<file path="src/rtl/core/fvsl_pkg.sv">
// ----------------------------------------------------------------------------
// fvsl_pkg
// Types, widths and codes shared by the force vector slew limiter modules.
// ----------------------------------------------------------------------------
package fvsl_pkg;

    // Working component: holds scaled vectors and unit directions.
    localparam int COMP_W = 18;
    // Magnitudes in units of 2^-4 of an input LSB.
    localparam int MAG_W  = 22;
    // Accumulator for sums of squares and dot products.
    localparam int ACC_W  = 48;
    // Shared multiplier operand and product widths.
    localparam int MOP_W  = 25;
    localparam int PROD_W = 2 * MOP_W;
    // Divider numerator magnitude.
    localparam int NUM_W  = 40;
    // Square root radicand and root.
    localparam int RAD_W  = 46;
    localparam int ROOT_W = RAD_W / 2;
    // Blended norm width.
    localparam int BN_W   = 17;

    typedef logic signed [COMP_W-1:0] t_comp;
    typedef logic        [MAG_W-1:0]  t_mag;
    typedef logic signed [15:0]       t_word;

    // Configuration register indexes.
    typedef enum logic [1:0] {
        CFG_INC = 2'd0,
        CFG_COS = 2'd1,
        CFG_WGT = 2'd2,
        CFG_MAX = 2'd3
    } t_cfg_idx;

    // Sequencer states.
    typedef enum logic [3:0] {
        ST_IDLE,
        ST_SUMSQ,
        ST_ROOT,
        ST_RWAIT,
        ST_GROW,
        ST_VMUL,
        ST_VSTART,
        ST_VWAIT,
        ST_DOT,
        ST_DOTCMP,
        ST_BLEND,
        ST_FIN
    } t_state;

    // Which magnitude a sum of squares is computing.
    typedef enum logic [2:0] {
        SQ_P,
        SQ_C,
        SQ_M,
        SQ_B,
        SQ_H
    } t_qsel;

    // Which per-component division job is running.
    typedef enum logic [2:0] {
        VD_S1,
        VD_CU,
        VD_LU,
        VD_S2,
        VD_S3
    } t_vsel;

    // Request to the divider.
    typedef struct packed {
        logic             start;
        logic [NUM_W-1:0] num;
        t_mag             den;
    } t_div_req;

    // Request to the square root unit.
    typedef struct packed {
        logic             start;
        logic [RAD_W-1:0] rad;
    } t_sqrt_req;

    // Status from an iterative unit.
    typedef struct packed {
        logic busy;
        logic done;
    } t_unit_sts;

    // Saturate a working component to a 16-bit word.
    function automatic t_word sat16(input t_comp a);
        t_word r;
        if (a > 18'sd32767) begin
            r = 16'sh7FFF;
        end else if (a < -18'sd32768) begin
            r = 16'sh8000;
        end else begin
            r = a[15:0];
        end
        return r;
    endfunction

endpackage

</file>
<file path="src/rtl/core/fvsl_div.sv">
// ----------------------------------------------------------------------------
// fvsl_div
// Restoring unsigned divider, one quotient bit per cycle.
// ----------------------------------------------------------------------------
module fvsl_div
    import fvsl_pkg::*;
(
    input  logic             i_clk,
    input  logic             i_rst_n,
    input  t_div_req         i_req,
    output t_unit_sts        o_sts,
    output logic [NUM_W-1:0] o_quo
);

    localparam int CNT_W = $clog2(NUM_W);

    logic [NUM_W-1:0] r_num;
    t_mag             r_den;
    t_mag             r_rem;
    logic [CNT_W-1:0] r_cnt;
    logic             r_busy;
    logic             r_done;

    logic [MAG_W:0] rem2;
    logic [MAG_W:0] diff;
    logic           ge;

    // One trial subtraction per cycle.
    always_comb begin
        rem2 = {r_rem, r_num[NUM_W-1]};
        diff = rem2 - {1'b0, r_den};
        ge   = (rem2 >= {1'b0, r_den});
    end

    // Control state.
    always_ff @(posedge i_clk) begin
        if (!i_rst_n) begin
            r_busy <= 1'b0;
            r_done <= 1'b0;
            r_cnt  <= '0;
        end else begin
            r_done <= 1'b0;
            if (i_req.start) begin
                r_busy <= 1'b1;
                r_cnt  <= '0;
            end else if (r_busy) begin
                r_cnt <= r_cnt + 1'b1;
                if (r_cnt == CNT_W'(NUM_W - 1)) begin
                    r_busy <= 1'b0;
                    r_done <= 1'b1;
                end
            end
        end
    end

    // Datapath: the quotient shifts in where the numerator shifts out.
    always_ff @(posedge i_clk) begin
        if (i_req.start) begin
            r_num <= i_req.num;
            r_den <= i_req.den;
            r_rem <= '0;
        end else if (r_busy) begin
            r_num <= {r_num[NUM_W-2:0], ge};
            r_rem <= ge ? diff[MAG_W-1:0] : rem2[MAG_W-1:0];
        end
    end

    assign o_sts.busy = r_busy;
    assign o_sts.done = r_done;
    assign o_quo      = r_num;

endmodule

</file>
<file path="config.mk">
export PLATFORM = sky130hd
export DESIGN_NAME = fvsl_div
export DESIGN_NICKNAME = d
export VERILOG_FILES = /design/src/rtl/core/fvsl_pkg.sv /design/src/rtl/core/fvsl_div.sv
export SDC_FILE = /design/constraint.sdc
export NUM_CORES = 1
export LEC_CHECK = 0
export ABC_AREA = 0
export BUFFER_PORTS_ARGS = -buffer_cell sky130_fd_sc_hd__clkbuf_2
export CAP_MARGIN = 20
export CORE_MARGIN = 1
export CORE_UTILIZATION = 55
export CTS_BUF_LIST = sky130_fd_sc_hd__clkbuf_2 sky130_fd_sc_hd__clkbuf_4 sky130_fd_sc_hd__clkbuf_8
export DETAILED_ROUTE_END_ITERATION = 12
export PLACE_DENSITY = 0.91
export SYNTH_ARGS = -nofsm -noshare
export SYNTH_HDL_FRONTEND = slang
export SYNTH_SLANG_ARGS = --single-unit
</file>
<file path="constraint.sdc">
create_clock -name i_clk -period 3.7 [get_ports i_clk]
set_clock_uncertainty 0.05 [all_clocks]
set_input_delay 0 -clock i_clk [delete_from_list [all_inputs] [get_ports i_clk]]
set_output_delay 0 -clock i_clk [all_outputs]
set_load 0.02 [all_outputs]
</file>
==> results of run 1 <==
-- registers in the layout, indices dropped and copies added (netlist names) --
| name | flops |
|---|---|
| r_den | 22 |
| r_busy | 1 |
| r_done | 1 |
| r_cnt | 6 |
| o_quo | 40 |
| r_rem | 22 |
-- critical path: stages (launching register included) --
cell and delay (ns):
edfxtp_1 0.38, inv_1 0.05, ha_1 0.42, nor2_1 0.10, a211oi_2 0.37, o21bai_2 0.18
a2111oi_2 0.34, o32a_2 0.72, nand4_1 0.26, a311oi_1 0.37
-- per-stage QoR --
| stage | total power [mW] | cell area, µm² |
|---|---|---|
| after floorplan | 1.765 | 4956 |
| after global placement | 1.922 | 5544 |
| after detailed placement | 1.947 | 5544 |
| after CTS | 2.726 | 6387 |
| after global routing | 2.899 | 6387 |
| final | 2.812 | 6387 |
-- synthesized netlist by cell type, types with 7 or more instances --
| cell type | count |
|---|---|
| nand2_1 | 21 |
| o21ai_0 | 13 |
| nor2_1 | 40 |
| edfxtp_1 | 62 |
| a211oi_1 | 16 |
| clkbuf_1 | 12 |
| ha_1 | 23 |
| mux2i_1 | 14 |
| a21o_1 | 7 |
| mux2_2 | 41 |
| inv_1 | 29 |
| a21oi_1 | 22 |
| xnor2_1 | 11 |
| dfxtp_1 | 30 |
| xor2_1 | 8 |
| nand3_1 | 12 |
-- cell families (layout without fill, tap and decap cells) --
group,after synthesis,after routing,synth area share
buffers and inverters,50,218,0.04342
adders and majority gates,24,24,0.06211
xor gates and xnor gates,19,19,0.03358
DFF,92,92,0.4968
AOI/OAI and AO/OA,90,90,0.1257
and+or+nand+nor,117,117,0.1169
muxes,55,55,0.1214
-- worst paths after layout --
check | end | slack (ns) | cells after the start
max | r_rem[19] | 0.37 | 9
min | r_den[7] | 0.19 | 1
max reg2reg | r_rem[19] | 0.37 | 9
min reg2reg | r_cnt[5] | 0.46 | 2
-- per-layer routing --
layer	part of all wire	global-route usage	vias to the layer above
met2	0.49	0.5200	311
met3	0.083	0.06936	59
li1	-	-	1989
met1	0.39	0.3857	2126
met4	0.041	0.1538	0
met5	0	0	-
-- power by group --
group / switching [mW] / internal [mW] / total, mW
registers: 0.0684 / 1.21 / 1.27
clock network: 0.434 / 0.331 / 0.765
logic: 0.447 / 0.326 / 0.773
total: 0.949 / 1.86 / 2.81
-- cell type report --
cell class                      count  area, µm²  share of cell area
Clock buffer                        9      123.9             0.01939
Clock inverter                      7      88.84             0.01391
Inverter                           30      112.6             0.01763
Multi-Input combinational cell    305       2278              0.3567
Sequential cell                    92       2462              0.3855
Tap cell                          108      135.1             0.02116
Timing Repair Buffer              172       1186              0.1857
==> run metrics, run 1 <==
setup ws final 0.3682 ns; largest net degree at the start of global routing 67; top cell type's share of synthesized area 0.3757; Wirelength per Cell 20.39 µm; Antenna Nets Post-Route 0; critical path capture point type register; CP Launch Type register; clock tree sinks 92; f_max 300.1 MHz; final setup vio count 0; #FFs+latches synth 92; RSZ-0062 raised after global routing no; worst vdd ir roughly 0.35 mV; final core utilization 0.7324; initial antenna violation count 0; power per cell area around 440 nW/µm²; Synth Net Count between 500 and 600; Yosys top cell by area edfxtp_1; first-pass GRT wire length 23150 µm; Cell Count, Final, Fillers Out 723; critical path type register to register; worst slew margin relative to its limit 0.4707; Core Rows 34; CTS H-tree depth 3; Worst-path clk slew 0.10 ns; Area Growth Syn to Fin 28.88%; pre-CTS setup slack 0.6442 ns; starting density of the core 0.5683; detailed placement HPWL 7970 µm; CTS Buf Count 9; routed vias/inst 6.203; Synth Warn # 0; vias in the first global route 4480; Hold WS 0.1859 ns; CTS Root Buffer Type clkbuf_8; Total GRT Usage 0.3133; initial drt markers slightly above 500; run status finished clean; Post-route DRC 0; static leakage 2.721 nW; Clock Tree Buf Depth 2; commonest non-fill, non-tap cell in the layout clkbuf_2; full die area between 9000 and 10000 µm²; Mapped Cells 447; chip width between 90 and 100 µm; crit path from r_den[2]; Die Span Y about 97 µm; predominant post-synthesis flop cell edfxtp_1; vias post-DR about 4500; max-slew violation count 0; postcts setup bufs 0; Area contributors post-synth edfxtp_1 38%, dfxtp_1 12%, mux2_2 9.3%, ha_1 5.8%, nor2_1 3.0%; Routed WL 14740 µm; layout cell share with drive strength beyond 1 0.2780; ant diodes 0; sequential area share after synthesis 0.4968; CP arrival 3.56 ns; hold_buf cts 63; Synth cell types 56; total negative slack 0 ns; fraction of registers with async set/reset 0; Ports 107; GPL Wtd Cong about 0.89; worst slew pin tran between 0.7 and 0.8 ns; most frequent cells in the layout 105 x clkbuf_2, 63 x dlygate4sd3_1, 62 x edfxtp_1; Fillers 492; crit path time final 3.332 ns; fin nets 699; TritonRoute pass-1 iters 6; clock latency on the worst-skew pair about 0.39 ns; core area 8721 µm²; Max FO, Critical Path 33; Hold Crit Start i_req[62]; count of port buffers added during placement 106; number of synthesized flops with an enable pin 62; CTS tree done; required time worst endpoint 3.93 ns; hold crit path type primary input to register; FF-to-FF Start r_den[2]; MaxCap Viol Count 0; dpl cells 644; Final Cycle Share 0.9005; syn avg cell area 11.09 µm²; post_cts resized 0; GRT overflow 0; Post-Syn Area ~5000 µm²; final hold vios 0
(Power assumes the default switching activity.)
==> run 2, diff against run 1 <==
--- a/config.mk
+++ b/config.mk
@@ -9,10 +9,11 @@
 export BUFFER_PORTS_ARGS = -buffer_cell sky130_fd_sc_hd__clkbuf_2
 export CAP_MARGIN = 20
 export CORE_MARGIN = 1
-export CORE_UTILIZATION = 55
+export CORE_UTILIZATION = 52
 export CTS_BUF_LIST = sky130_fd_sc_hd__clkbuf_2 sky130_fd_sc_hd__clkbuf_4 sky130_fd_sc_hd__clkbuf_8
+export CTS_CLUSTER_SIZE = 16
 export DETAILED_ROUTE_END_ITERATION = 12
-export PLACE_DENSITY = 0.91
+export PLACE_DENSITY = 0.87
 export SYNTH_ARGS = -nofsm -noshare
 export SYNTH_HDL_FRONTEND = slang
 export SYNTH_SLANG_ARGS = --single-unit
==> run 2 against run 1 <==
Global-route usage fell by 2.3 points. Die area rose by 5.6%. Largest cell class unchanged. Largest power group unchanged. Register-to-register slack improved by 0.05 ns. Sequential cell count did not move. Total power fell by 3.9%.
==> run metrics, run 2 (synthesis gave the netlist of run 1 again) <==
RSZ-0062 raised after global routing no; Wirelength per Cell 18.53 µm (-9.1%); hold_buf cts 63 (unchanged); critical path capture point type register; CTS Root Buffer Type clkbuf_8; initial antenna violation count 0 (unchanged); vias in the first global route 4448 (-0.71%); postcts setup bufs 0 (unchanged); Total GRT Usage 0.2908 (-0.02253); Area Growth Syn to Fin 28.93% (about the same); Hold WS 0.1230 ns (-0.06298 ns); worst vdd ir 0.3137 mV (-9.4%); Max FO, Critical Path 33 (unchanged); f_max 304.8 MHz (+1.6%); final instance area 6390 µm² (about the same); static leakage 2.710 nW (-0.42%); full die area 9925 µm² (+5.6%); ant diodes 0 (unchanged); total negative slack 0 ns (unchanged); post_cts resized 0 (unchanged); final hold vios 0 (unchanged); power per cell area 422.7 nW/µm² (-4.0%); GRT overflow 0 (unchanged); routed vias/inst 5.812 (-6.3%); MaxCap Viol Count 0 (unchanged); layout cell share with drive strength beyond 1 0.2780 (unchanged); worst r2r dst r_rem[0]; final setup vio count 0 (unchanged); CP Launch Type register; setup ws final 0.4193 ns (+0.05101 ns); largest net degree at the start of global routing 55 (-18%); grt met1 use 0.3450 (-0.04068); Post-route DRC 0 (unchanged); most frequent cells in the layout 105 x clkbuf_2, 63 x dlygate4sd3_1, 62 x edfxtp_1; core area 9240 µm² (+6.0%); initial drt markers 378 (-25%); Clock Tree Buf Depth 2 (unchanged); CTS Buf Count 9 (unchanged); met2 Use GR 0.5064 (-0.01363); run status finished clean; required time worst endpoint 3.94 ns (about the same); critical path type register to register; crit path time final 3.281 ns (-0.05101 ns); vias post-DR 4324 (-3.6%); pre-CTS setup slack 0.6157 ns (-0.02851 ns); TritonRoute pass-1 iters 5 (-1); max-slew violation count 0 (unchanged); Ports 107 (unchanged); clock tree sinks 92 (unchanged); worst slew pin tran 0.7710 ns (-0.02294 ns); fin nets 699 (unchanged); clock latency on the worst-skew pair 0.38 ns (about the same); GPL Wtd Cong 0.8897 (unchanged); dpl cells 665 (+3.3%); CTS H-tree depth 3 (unchanged); count of port buffers added during placement 106 (unchanged); Core Rows 35 (+2.9%); detailed placement HPWL 7984 µm (+0.17%); CP arrival 3.52 ns (-0.04 ns); commonest non-fill, non-tap cell in the layout clkbuf_2; final core utilization 0.6915 (-0.04089); hold crit path type primary input to register; Routed WL 13790 µm (-6.5%); Worst-path clk slew 0.11 ns (about the same); Register-to-Register Path Depth 9 (unchanged); Design Power 2.701 mW (-3.9%); worst slew margin relative to its limit 0.4860 (+0.01529); starting density of the core 0.5364 (-0.03194); CP Capture Point r_rem[0]; placed cell areas 5570 µm² (+0.47%); busiest grt layer met2; max reg flops 40 (unchanged); FF-to-FF Start r_den[2]; Cell Count, Final, Fillers Out 744 (+2.9%); Die Span Y 99.63 µm (+2.8%); crit path from r_den[2]; met3 Use GR 0.07168 (+0.002315); Antenna Nets Post-Route 0 (unchanged); first-pass GRT wire length 22220 µm (-4.0%); CTS tree done; chip width 99.63 µm (+2.8%); Final Cycle Share 0.8867 (-0.01379); Fillers 592 (+20%); reg-to-reg slack, setup 0.42 ns (+0.05 ns)
## run 2: cell type report
cell class / instances / area (µm²) / area share
inverters: 30 / 112.6 / 0.01762
repair buffers: 172 / 1186 / 0.1856
clock inverters: 7 / 65.06 / 0.01018
clock buffers: 9 / 123.9 / 0.01939
well taps: 129 / 161.4 / 0.02526
multi-input cells: 305 / 2278 / 0.3566
flip-flops and latches: 92 / 2462 / 0.3854
## run 2: layer usage
layer | routed length, µm | vias up | part of all wire
li1 | - | 1988 | -
met1 | 5540 | 2047 | 0.40
met2 | 6894 | 246 | 0.50
met3 | 989 | 43 | 0.072
met4 | 362 | 0 | 0.026
met5 | 0 | - | 0
## run 2: worst min path at each step
stage	start	to	slack, ns	depth (start not counted)
2_1_floorplan	i_req[0]	r_den[0]	0.05	0
3_3_place_gp	i_req[6]	r_den[6]	0.13	1
3_5_place_dp	i_req[6]	r_den[6]	0.13	1
4_1_cts	i_req[62]	r_den[5]	0.12	1
5_1_grt	i_req[62]	r_den[5]	0.14	1
6_report	i_req[62]	r_den[5]	0.12	1
## run 2: worst max-delay path: stages (launching register included)
cell and delay [ns]:
edfxtp_1 0.37, inv_1 0.06, ha_1 0.42, nor2_1 0.09, a211oi_2 0.33, o21bai_2 0.19
a2111oi_2 0.34, o32a_2 0.72, mux2_2 0.41, a211oi_1 0.22
## run 2: power by group
group	total (mW)	internal, mW	switching, mW
logic	0.751	0.325	0.426
registers	1.27	1.21	0.0654
clock network	0.680	0.261	0.419
total	2.70	1.79	0.910
