===== src/rtl/core/fvsl_pkg.sv =====
// ----------------------------------------------------------------------------
// fvsl_pkg
// Types, widths and codes shared by the force vector slew limiter modules.
// ----------------------------------------------------------------------------
package fvsl_pkg;

    // Working component: holds scaled vectors and unit directions.
    localparam int COMP_W = 18;
    // Magnitudes in units of 2^-4 of an input LSB.
    localparam int MAG_W  = 22;
    // Accumulator for sums of squares and dot products.
    localparam int ACC_W  = 48;
    // Shared multiplier operand and product widths.
    localparam int MOP_W  = 25;
    localparam int PROD_W = 2 * MOP_W;
    // Divider numerator magnitude.
    localparam int NUM_W  = 40;
    // Square root radicand and root.
    localparam int RAD_W  = 46;
    localparam int ROOT_W = RAD_W / 2;
    // Blended norm width.
    localparam int BN_W   = 17;

    typedef logic signed [COMP_W-1:0] t_comp;
    typedef logic        [MAG_W-1:0]  t_mag;
    typedef logic signed [15:0]       t_word;

    // Configuration register indexes.
    typedef enum logic [1:0] {
        CFG_INC = 2'd0,
        CFG_COS = 2'd1,
        CFG_WGT = 2'd2,
        CFG_MAX = 2'd3
    } t_cfg_idx;

    // Sequencer states.
    typedef enum logic [3:0] {
        ST_IDLE,
        ST_SUMSQ,
        ST_ROOT,
        ST_RWAIT,
        ST_GROW,
        ST_VMUL,
        ST_VSTART,
        ST_VWAIT,
        ST_DOT,
        ST_DOTCMP,
        ST_BLEND,
        ST_FIN
    } t_state;

    // Which magnitude a sum of squares is computing.
    typedef enum logic [2:0] {
        SQ_P,
        SQ_C,
        SQ_M,
        SQ_B,
        SQ_H
    } t_qsel;

    // Which per-component division job is running.
    typedef enum logic [2:0] {
        VD_S1,
        VD_CU,
        VD_LU,
        VD_S2,
        VD_S3
    } t_vsel;

    // Request to the divider.
    typedef struct packed {
        logic             start;
        logic [NUM_W-1:0] num;
        t_mag             den;
    } t_div_req;

    // Request to the square root unit.
    typedef struct packed {
        logic             start;
        logic [RAD_W-1:0] rad;
    } t_sqrt_req;

    // Status from an iterative unit.
    typedef struct packed {
        logic busy;
        logic done;
    } t_unit_sts;

    // Saturate a working component to a 16-bit word.
    function automatic t_word sat16(input t_comp a);
        t_word r;
        if (a > 18'sd32767) begin
            r = 16'sh7FFF;
        end else if (a < -18'sd32768) begin
            r = 16'sh8000;
        end else begin
            r = a[15:0];
        end
        return r;
    endfunction

endpackage


===== src/rtl/core/fvsl_sqrt.sv =====
// ----------------------------------------------------------------------------
// fvsl_sqrt
// Digit-by-digit integer square root, one root bit per cycle.
// ----------------------------------------------------------------------------
module fvsl_sqrt
    import fvsl_pkg::*;
(
    input  logic              i_clk,
    input  logic              i_rst_n,
    input  t_sqrt_req         i_req,
    output t_unit_sts         o_sts,
    output logic [ROOT_W-1:0] o_root
);

    localparam int CNT_W = $clog2(ROOT_W);
    localparam int REM_W = ROOT_W + 2;

    logic [RAD_W-1:0]  r_rad;
    logic [REM_W-1:0]  r_rem;
    logic [ROOT_W-1:0] r_root;
    logic [CNT_W-1:0]  r_cnt;
    logic              r_busy;
    logic              r_done;

    logic [REM_W+1:0] rem2;
    logic [REM_W+1:0] trial;
    logic             ge;

    // Bring down two radicand bits and try the next root bit.
    always_comb begin
        rem2  = {r_rem, r_rad[RAD_W-1 -: 2]};
        trial = (REM_W + 2)'({r_root, 2'b01});
        ge    = (rem2 >= trial);
    end

    // Control state.
    always_ff @(posedge i_clk) begin
        if (!i_rst_n) begin
            r_busy <= 1'b0;
            r_done <= 1'b0;
            r_cnt  <= '0;
        end else begin
            r_done <= 1'b0;
            if (i_req.start) begin
                r_busy <= 1'b1;
                r_cnt  <= '0;
            end else if (r_busy) begin
                r_cnt <= r_cnt + 1'b1;
                if (r_cnt == CNT_W'(ROOT_W - 1)) begin
                    r_busy <= 1'b0;
                    r_done <= 1'b1;
                end
            end
        end
    end

    // Datapath.
    always_ff @(posedge i_clk) begin
        if (i_req.start) begin
            r_rad  <= i_req.rad;
            r_rem  <= '0;
            r_root <= '0;
        end else if (r_busy) begin
            r_rad  <= {r_rad[RAD_W-3:0], 2'b00};
            r_rem  <= ge ? REM_W'(rem2 - trial) : REM_W'(rem2);
            r_root <= {r_root[ROOT_W-2:0], ge};
        end
    end

    assign o_sts.busy = r_busy;
    assign o_sts.done = r_done;
    assign o_root     = r_root;

endmodule


===== config.mk =====
export PLATFORM = sky130hd
export DESIGN_NAME = fvsl_sqrt
export DESIGN_NICKNAME = d
export VERILOG_FILES = /design/src/rtl/core/fvsl_pkg.sv /design/src/rtl/core/fvsl_sqrt.sv
export SDC_FILE = /design/constraint.sdc
export NUM_CORES = 1
export LEC_CHECK = 0
export BUFFER_PORTS_ARGS = -buffer_cell sky130_fd_sc_hd__buf_2
export CORE_AREA = 3 3 102 104
export DETAILED_ROUTE_END_ITERATION = 6
export DIE_AREA = 0 0 105 107
export PLACE_DENSITY = 0.82
export SYNTH_ARGS = -nofsm -noshare
export SYNTH_HDL_FRONTEND = slang
export SYNTH_SLANG_ARGS = --single-unit

===== constraint.sdc =====
create_clock -name i_clk -period 3.95 [get_ports i_clk]
set_clock_uncertainty 0.15 [all_clocks]
set_input_delay 0.79 -clock i_clk [delete_from_list [all_inputs] [get_ports i_clk]]
set_output_delay 0.79 -clock i_clk [all_outputs]
set_load 0.01 [all_outputs]

==> results of run 1 <==
==> metal layers <==
layer  up-vias  GRT usage  routed length (um)
met3        25     0.0494                 705
met1      2114      0.301                5710
met2       122      0.361                5860
met4         0      0.100                 271
met5         -          0                   0
li1       2155          -                   -
==> metrics by stage <==
| step | power [mW] | setup slack (ps) | cells |
|---|---|---|---|
| 2_1_floorplan | 3.42 | 1040 | 558 |
| 3_3_place_gp | 3.81 | 1020 | 734 |
| 3_5_place_dp | 3.84 | 815 | 734 |
| 4_1_cts | 4.60 | 800 | 750 |
| 5_1_grt | 4.91 | 616 | 750 |
| 6_report | 4.62 | 748 | 750 |
==> power groups by stage <==
stage               sequential (mW)  combinational (mW)  clock, mW
floorplan                      1.33                2.09          0
global placement               1.36                2.45          0
detailed placement             1.36                2.48          0
CTS                            1.34                2.49      0.758
global route                   1.36                2.75      0.804
finish                         1.35                2.53      0.743
==> critical path: stages, from the launching register on <==
cell and delay (ps):
sky130_fd_sc_hd__dfxtp_1 400, sky130_fd_sc_hd__inv_1 70, sky130_fd_sc_hd__ha_1 380, sky130_fd_sc_hd__nand2_1 160, sky130_fd_sc_hd__a211o_1 370, sky130_fd_sc_hd__a31oi_4 200, sky130_fd_sc_hd__a21o_4 210, sky130_fd_sc_hd__a41oi_1 290
sky130_fd_sc_hd__buf_4 310, sky130_fd_sc_hd__or3b_1 390, sky130_fd_sc_hd__a211oi_1 200
==> path summary, 6_finish.rpt <==
check                  from        end  slack [ps]  cells past startpoint
setup / recovery  o_root[5]  r_rem[22]         750                     10
hold / removal     r_rem[2]   r_rem[2]         370                      2
setup reg to reg  o_root[5]  r_rem[22]         750                     10
hold reg to reg    r_rem[2]   r_rem[2]         370                      2
==> final cells by class <==
type / instances / area [um2]
tap: 133 / 166
clock inverter: 6 / 95.1
timing repair buffer: 80 / 418
sequential: 101 / 2480
clock buffer: 10 / 128
fill: 823 / 3320
inverter: 31 / 116
multi-input combinational: 389 / 2910
==> logic make-up (layout without fill, tap and decap cells) <==
group	count (synthesis)	count (layout)
AND/OR/NAND/NOR	152	152
XOR/XNOR	22	22
AO/OA/AOI/OAI	113	113
flip-flops	101	101
multiplexers	75	75
buffers and inverters	68	127
adder cells (fa/ha/maj)	27	27
==> registers in the layout, indices dropped and copies added (netlist names) <==
| register | cells |
|---|---|
| r_rad | 46 |
| r_rem | 25 |
| o_root | 23 |
| r_cnt | 5 |
| r_busy | 1 |
| r_done | 1 |
==> cell usage in the layout (no fill, tap or decap), drive strengths merged, types with 4 or more instances in the layout <==
cell type | netlist | routed
nor2 | 61 | 61
nand2 | 24 | 24
ha | 27 | 27
o211ai | 4 | 4
nor3 | 8 | 8
a311oi | 5 | 5
nand4 | 11 | 11
clkbuf | 27 | 10
inv | 31 | 33
a21o | 10 | 10
a32oi | 8 | 8
o31ai | 4 | 4
a31oi | 5 | 5
dfxtp | 55 | 55
a21oi | 26 | 26
edfxtp | 46 | 46
a211oi | 15 | 15
mux2i | 31 | 31
buf | 10 | 80
nand3 | 9 | 9
xnor2 | 12 | 12
mux2 | 44 | 44
xor2 | 10 | 10
and2 | 8 | 8
o21ai | 12 | 12
and3 | 13 | 13
==> results.md, run 1 <==
- Flop pwr share: 0.291
- Hold Crit Class: register to register
- Number of cell rows: 36
- Synth warn: 0
- Most frequent cells after synthesis: sky130_fd_sc_hd__nor2_1 (61), sky130_fd_sc_hd__dfxtp_1 (55), sky130_fd_sc_hd__edfxtp_1 (46)
- Synthesized-area fraction occupied by adder cells: 0.0594
- Final period util: 0.811
- Clock sink total: between 100 and 150
- Biggest fanout along the worst timing path: 15
- Ratio of cells with drive above 1 in the final layout: 0.246
- Maximum buffer depth of the clock tree: 2
- DR pass1 iterations: 5
- Post-cts repair resize count: 0
- Antenna cell count: 0
- Most common cell in the netlist: sky130_fd_sc_hd__nor2_1
- TritonCTS buffer count: 9
- Avg Synthesized Cell Area: around 10 um2
- Accumulated negative setup slack: 0 ps
- Flip-flop and latch count after synthesis: 101
- Via-to-Cell Ratio: 5.89
- Gate count of the mapped netlist: 558
- Net count of the mapped netlist: approximately 630
- Overall track demand over capacity in global routing: 0.228
- Die outline height: between 100 and 150 um
- Cell Area, Synth: around 5700 um2
- Post-synth top area share: 0.243
- Starting DRT DRC Count: 202
- Period minus WS final: around 3200 ps
- CTS H-Tree Depth: 3
- Initial antenna violation count: 0
- Count of maximum capacitance violations: 0
- Final HPWL DP: approximately 8900 um
- Category of the critical setup timing path: register to register
- Power density of the placed cells: between 700 and 800 nW/um2
- Number of global-route vias before repair: around 4300
- Netlist cell types: 65
- Die Outline Area: 11200 um2
- Combinational family with the most area after synthesis: compound AO/OA/AOI/OAI gates
- Layout net count: about 690
- Via count: between 4000 and 5000
- Net switching fraction of the power: 0.420
- Register area share after synthesis: 0.437
- Remaining antenna violation count after routing: 0
- Headroom to the max-slew limit: 0.586
- Proportion of register bits with asynchronous set or reset after synthesis: 0
- Register clock-pin slew on the reported worst setup and hold paths: about 110 ps
- Width of the chip: 105 um
- Number of enable-type register cells in the synthesized netlist: 46
- Simple-Gate Fraction of Synth Area: 0.129
- Number of setup buffers added after CTS: 0
- Clock insertion delay at the later pin of the skew report: approximately 370 ps
- Remaining global-route overflow: 0
- Peak supply drop: approximately 450 uV
- Summed area of non-filler cells in the final layout: 6320 um2
- Largest net degree at the start of global routing: 56
- Cts hold-fix bufs: 0
- Initial core utilization: 0.590
- Area of the core region: between 9000 and 10000 um2
- Kind of start point of the critical path: register
- Unrepaired setup endpoints after global routing: no
- DRC violation count after routing: 0
- Routability-driven placement congestion ratio: 0.909
- Main area contributors after synthesis: sky130_fd_sc_hd__edfxtp_1 (24%), sky130_fd_sc_hd__dfxtp_1 (19%), sky130_fd_sc_hd__mux2_2 (8.7%), sky130_fd_sc_hd__ha_1 (5.9%), sky130_fd_sc_hd__mux2i_1 (5.5%)
- Count of input and output buffers: 73
- Critical Path End Type: register
- Post-Place Cell Area: slightly above 6000 um2
- CTS tree: built
- Worst hold slack: 366 ps
- Combinational cell fraction of total power: 0.548
- First-pass GRT wire length: 20700 um
- Psw: about 1.9 mW
- Crit path DAT: approximately 3400 ps
- Post-synthesis mux area share: 0.142
- # IOs: between 70 and 80
- Most used DFF post-synth: sky130_fd_sc_hd__dfxtp_1
- Detailed-route wire length per cell: 16.7 um
- Cell at the root of the clock tree: sky130_fd_sc_hd__clkbuf_8
- Final number of setup-violating endpoints: 0
- Leakage component of the power: between 2 and 3 nW
- Share of the core filled with cells in the final layout: 0.655
- Max Clock Freq: ~310 MHz
- Complex-gate fraction of the synthesized area: 0.148
- Slew @ Worst Pin: approximately 620 ps
- Synthesized-area fraction occupied by xor and xnor cells: 0.0339
- Clock share of power: 0.161
- Layout Area Growth over Synthesis: 11.1%
- Count of pins over their slew limit: 0
- Crit path required time: around 4100 ps
- Result of the run: finished clean
- Hold Violations, Final: 0
- Leading area contributor after synthesis: sky130_fd_sc_hd__edfxtp_1
- Total wirelength of the detailed-routed design: 12500 um
- Internal power component: 2.68 mW
Note: power is estimated with default switching activity, not from simulation.
==> run 2, diff against run 1 <==
Settings changed: ABC_AREA set to 1, CORE_AREA 3 3 102 104 to 3 3 105 107, DIE_AREA 0 0 105 107 to 0 0 108 110, PLACE_DENSITY 0.82 to 0.8.
Clock period 3.95 ns to 3.2 ns, I/O delays scaled along.
==> results.md, run 2 <==
- Count of input and output buffers: 73 (unchanged)
- Pre-CTS setup slack: 719 ps (was 815 ps)
- First-pass GRT wire length: 21700 um (was 20700 um)
- Post-synth top area share: 0.232 (was 0.243)
- Biggest fanout along the worst timing path: 25 (was 15)
- Critical Path End Type: register (unchanged)
- Worst hold slack: 321 ps (was 366 ps)
- Final number of setup-violating endpoints: 0 (unchanged)
- Layout Area Growth over Synthesis: 11.3% (was 11.1%)
- Via-to-Cell Ratio: 4.94 (was 5.89)
- Largest net degree at the start of global routing: 56 (unchanged)
- Cell at the root of the clock tree: sky130_fd_sc_hd__clkbuf_8 (unchanged)
- Kind of start point of the critical path: register (unchanged)
- Final HPWL DP: 9900 um (was 8930 um)
- Via count: 5140 (was 4416)
- Hold Crit Class: register to register (unchanged)
- Number of setup buffers added after CTS: 0 (unchanged)
- Synthesized-area fraction occupied by xor and xnor cells: 0.0177 (was 0.0339)
- Number of enable-type register cells in the synthesized netlist: 46 (unchanged)
- Clock sink total: 101 (unchanged)
- Setup slack after layout: 743 ps (was 748 ps)
- Crit path DAT: 2580 ps (was 3350 ps)
- Top reg by flops: r_rad (unchanged)
- Complex-gate fraction of the synthesized area: 0.0723 (was 0.148)
- Period minus WS final: 2460 ps (was 3200 ps)
- Avg Synthesized Cell Area: 7.13 um2 (was 10.2 um2)
- Headroom to the max-slew limit: 0.436 (was 0.586)
- Register area share after synthesis: 0.417 (was 0.437)
- Max reg flops: 46 (unchanged)
- Combinational family with the most area after synthesis: simple AND/OR/NAND/NOR gates (was compound AO/OA/AOI/OAI gates)
- Register clock-pin slew on the reported worst setup and hold paths: 110 ps (about the same)
- Result of the run: finished clean (unchanged)
- Ratio of cells with drive above 1 in the final layout: 0.144 (was 0.246)
- Detailed-route wire length per cell: 12.7 um (was 16.7 um)
- Unrepaired setup endpoints after global routing: no (unchanged)
- CTS H-Tree Depth: 3 (unchanged)
- DRC violation count after routing: 0 (unchanged)
- Placed cell count: 1024 (was 734)
- Final cell count without fillers: 1040 (was 750)
- Final period util: 0.768 (was 0.811)
- Overall track demand over capacity in global routing: 0.228 (about the same)
- Post-synthesis mux area share: 0 (was 0.142)
- Cell Area, Synth: 5950 um2 (was 5690 um2)
- Synthesized-area fraction occupied by adder cells: 0.0567 (was 0.0594)
- Number of global-route vias before repair: 4649 (was 4331)
- Count of maximum capacitance violations: 0 (unchanged)
- Number of cell rows: 37 (was 36)
- Leading area contributor after synthesis: sky130_fd_sc_hd__edfxtp_1 (unchanged)
- Most common cell in the netlist: sky130_fd_sc_hd__nand2_1 (was sky130_fd_sc_hd__nor2_1)
- Die Outline Area: 11900 um2 (was 11200 um2)
- Slew @ Worst Pin: 845 ps (was 621 ps)
- Fillers: 935 (was 823)
- Most frequent cells after synthesis: sky130_fd_sc_hd__nand2_1 (324), sky130_fd_sc_hd__inv_1 (119), sky130_fd_sc_hd__dfxtp_1 (55), sky130_fd_sc_hd__nor2_1 (55), sky130_fd_sc_hd__edfxtp_1 (46) (was sky130_fd_sc_hd__nor2_1 (61), sky130_fd_sc_hd__dfxtp_1 (55), sky130_fd_sc_hd__edfxtp_1 (46))
- # IOs: 74 (unchanged)
- Width of the chip: 108 um (was 105 um)
- Footprint of the multi-input gates: 2870 um2 (was 2910 um2)
- Antenna cell count: 0 (unchanged)
- Most used cells in the layout excluding fill and tap cells: sky130_fd_sc_hd__nand2_1 (324), sky130_fd_sc_hd__inv_1 (118), sky130_fd_sc_hd__buf_2 (73) (was sky130_fd_sc_hd__buf_2 (73), sky130_fd_sc_hd__nor2_1 (61), sky130_fd_sc_hd__dfxtp_1 (54))
- Area of the core region: 10200 um2 (was 9640 um2)
- Share of the core filled with cells in the final layout: 0.648 (was 0.655)
- Net count of the mapped netlist: 911 (was 634)
- Layout net count: 975 (was 688)
- Most common cell after layout, fill and taps aside: sky130_fd_sc_hd__nand2_1 (was sky130_fd_sc_hd__buf_2)
- Hold Violations, Final: 0 (unchanged)
- Routability-driven placement congestion ratio: 0.930 (was 0.909)
- Peak supply drop: 508 uV (was 451 uV)
- Accumulated negative setup slack: 0 ps (unchanged)
- TritonCTS buffer count: 9 (unchanged)
- DR pass1 iterations: 4 (was 5)
- Main area contributors after synthesis: sky130_fd_sc_hd__edfxtp_1 (23%), sky130_fd_sc_hd__nand2_1 (20%), sky130_fd_sc_hd__dfxtp_1 (18%), sky130_fd_sc_hd__inv_1 (7.5%), sky130_fd_sc_hd__ha_1 (5.7%) (was sky130_fd_sc_hd__edfxtp_1 (24%), sky130_fd_sc_hd__dfxtp_1 (19%), sky130_fd_sc_hd__mux2_2 (8.7%), sky130_fd_sc_hd__ha_1 (5.9%), sky130_fd_sc_hd__mux2i_1 (5.5%))
- Remaining global-route overflow: 0 (unchanged)
- CTS tree: built (unchanged)
- Leakage component of the power: 3.41 nW (was 2.64 nW)
- Proportion of register bits with asynchronous set or reset after synthesis: 0 (unchanged)
- Remaining antenna violation count after routing: 0 (unchanged)
- Cts hold-fix bufs: 0 (unchanged)
- Count of pins over their slew limit: 0 (unchanged)
- Combined flip-flop and latch cell area: 2480 um2 (about the same)
- Maximum buffer depth of the clock tree: 2 (unchanged)
- Post-cts repair resize count: 0 (unchanged)
- Starting DRT DRC Count: 256 (was 202)
- Simple-Gate Fraction of Synth Area: 0.335 (was 0.129)
- Initial antenna violation count: 0 (unchanged)
- Power density of the placed cells: 900 nW/um2 (was 731 nW/um2)
- Category of the critical setup timing path: register to register (unchanged)
- Crit path required time: 3320 ps (was 4100 ps)
- Die outline height: 110 um (was 107 um)
- Netlist cell types: 41 (was 65)
- Gate count of the mapped netlist: 835 (was 558)
- Max Clock Freq: 407 MHz (was 312 MHz)
- Synth warn: 0 (unchanged)
- Initial core utilization: 0.582 (was 0.590)
- Total wirelength of the detailed-routed design: 13200 um (was 12500 um)
- Flip-flop and latch count after synthesis: 101 (unchanged)
- Clock insertion delay at the later pin of the skew report: 390 ps (was 370 ps)
- Most used DFF post-synth: sky130_fd_sc_hd__dfxtp_1 (unchanged)
==> run 2: changes by cell type after synthesis, sizes merged, moves of 9 or more <==
cell / change
nand2: +310
inv: +96
o21ai: +9
mux2: -44
mux2i: -31
nand3: +33
and3: -13
xor2: -9
a21o: -10
o22ai: +22
a211oi: -13
clkbuf: -14
==> run 2: layout make-up <==
| cell class | instances | share of cell area |
|---|---|---|
| clock buffer | 9 | 0.0187 |
| clock inverter | 7 | 0.0130 |
| inverter | 128 | 0.0729 |
| multi-input combinational | 581 | 0.432 |
| sequential | 101 | 0.375 |
| tap | 136 | 0.0257 |
| timing repair buffer | 78 | 0.0627 |
==> run 2: per-layer routing <==
metal  GRT usage  vias up  wire length (um)
met1       0.304     2232              6140
met5           0        -                 0
met2       0.378      122              6170
met4      0.0784        0               303
li1            -     2755                 -
met3      0.0384       31               607
==> run 2: critical path: stages, from the launching register on <==
cell,delay [ps]
sky130_fd_sc_hd__dfxtp_1,340
sky130_fd_sc_hd__inv_1,80
sky130_fd_sc_hd__ha_1,380
sky130_fd_sc_hd__nand2_1,150
sky130_fd_sc_hd__nor2_2,170
sky130_fd_sc_hd__nand2_1,90
sky130_fd_sc_hd__nor2_1,130
sky130_fd_sc_hd__nand2_1,80
sky130_fd_sc_hd__nand3_2,110
sky130_fd_sc_hd__nor2_8,70
sky130_fd_sc_hd__nand2_8,170
sky130_fd_sc_hd__nand2_2,140
sky130_fd_sc_hd__o21ai_0,210
sky130_fd_sc_hd__nor2_1,60
==> run 2: final timing paths <==
path	start	end	slack, ps	cells after the start
setup reg to reg	o_root[11]	r_rem[0]	740	13
hold / removal	r_rem[23]	r_rem[23]	320	2
hold reg to reg	r_rem[23]	r_rem[23]	320	2
setup / recovery	o_root[11]	r_rem[0]	740	13
==> run 2: stage by stage <==
| step | instance area [um2] | power (mW) |
|---|---|---|
| 2_1_floorplan | 5950 | 4.47 |
| 4_1_cts | 6630 | 5.94 |
| 6_report | 6630 | 5.96 |
| 3_5_place_dp | 6420 | 5.09 |
| 3_3_place_gp | 6420 | 5.04 |
| 5_1_grt | 6630 | 6.54 |
==> run 2: cell families (layout without fill, tap and decap cells) <==
logic type | after synthesis | in the layout
AOI/OAI and AO/OA | 74 | 74
xor gates and xnor gates | 12 | 12
adders and majority gates | 27 | 27
buffers and inverters | 153 | 222
DFF | 101 | 101
and+or+nand+nor | 468 | 468
==> run 2: power breakdown <==
part	switching [mW]	total, mW	internal, mW
sequential	0.0861	1.60	1.51
clock	0.532	0.849	0.317
combinational	2.33	3.52	1.18
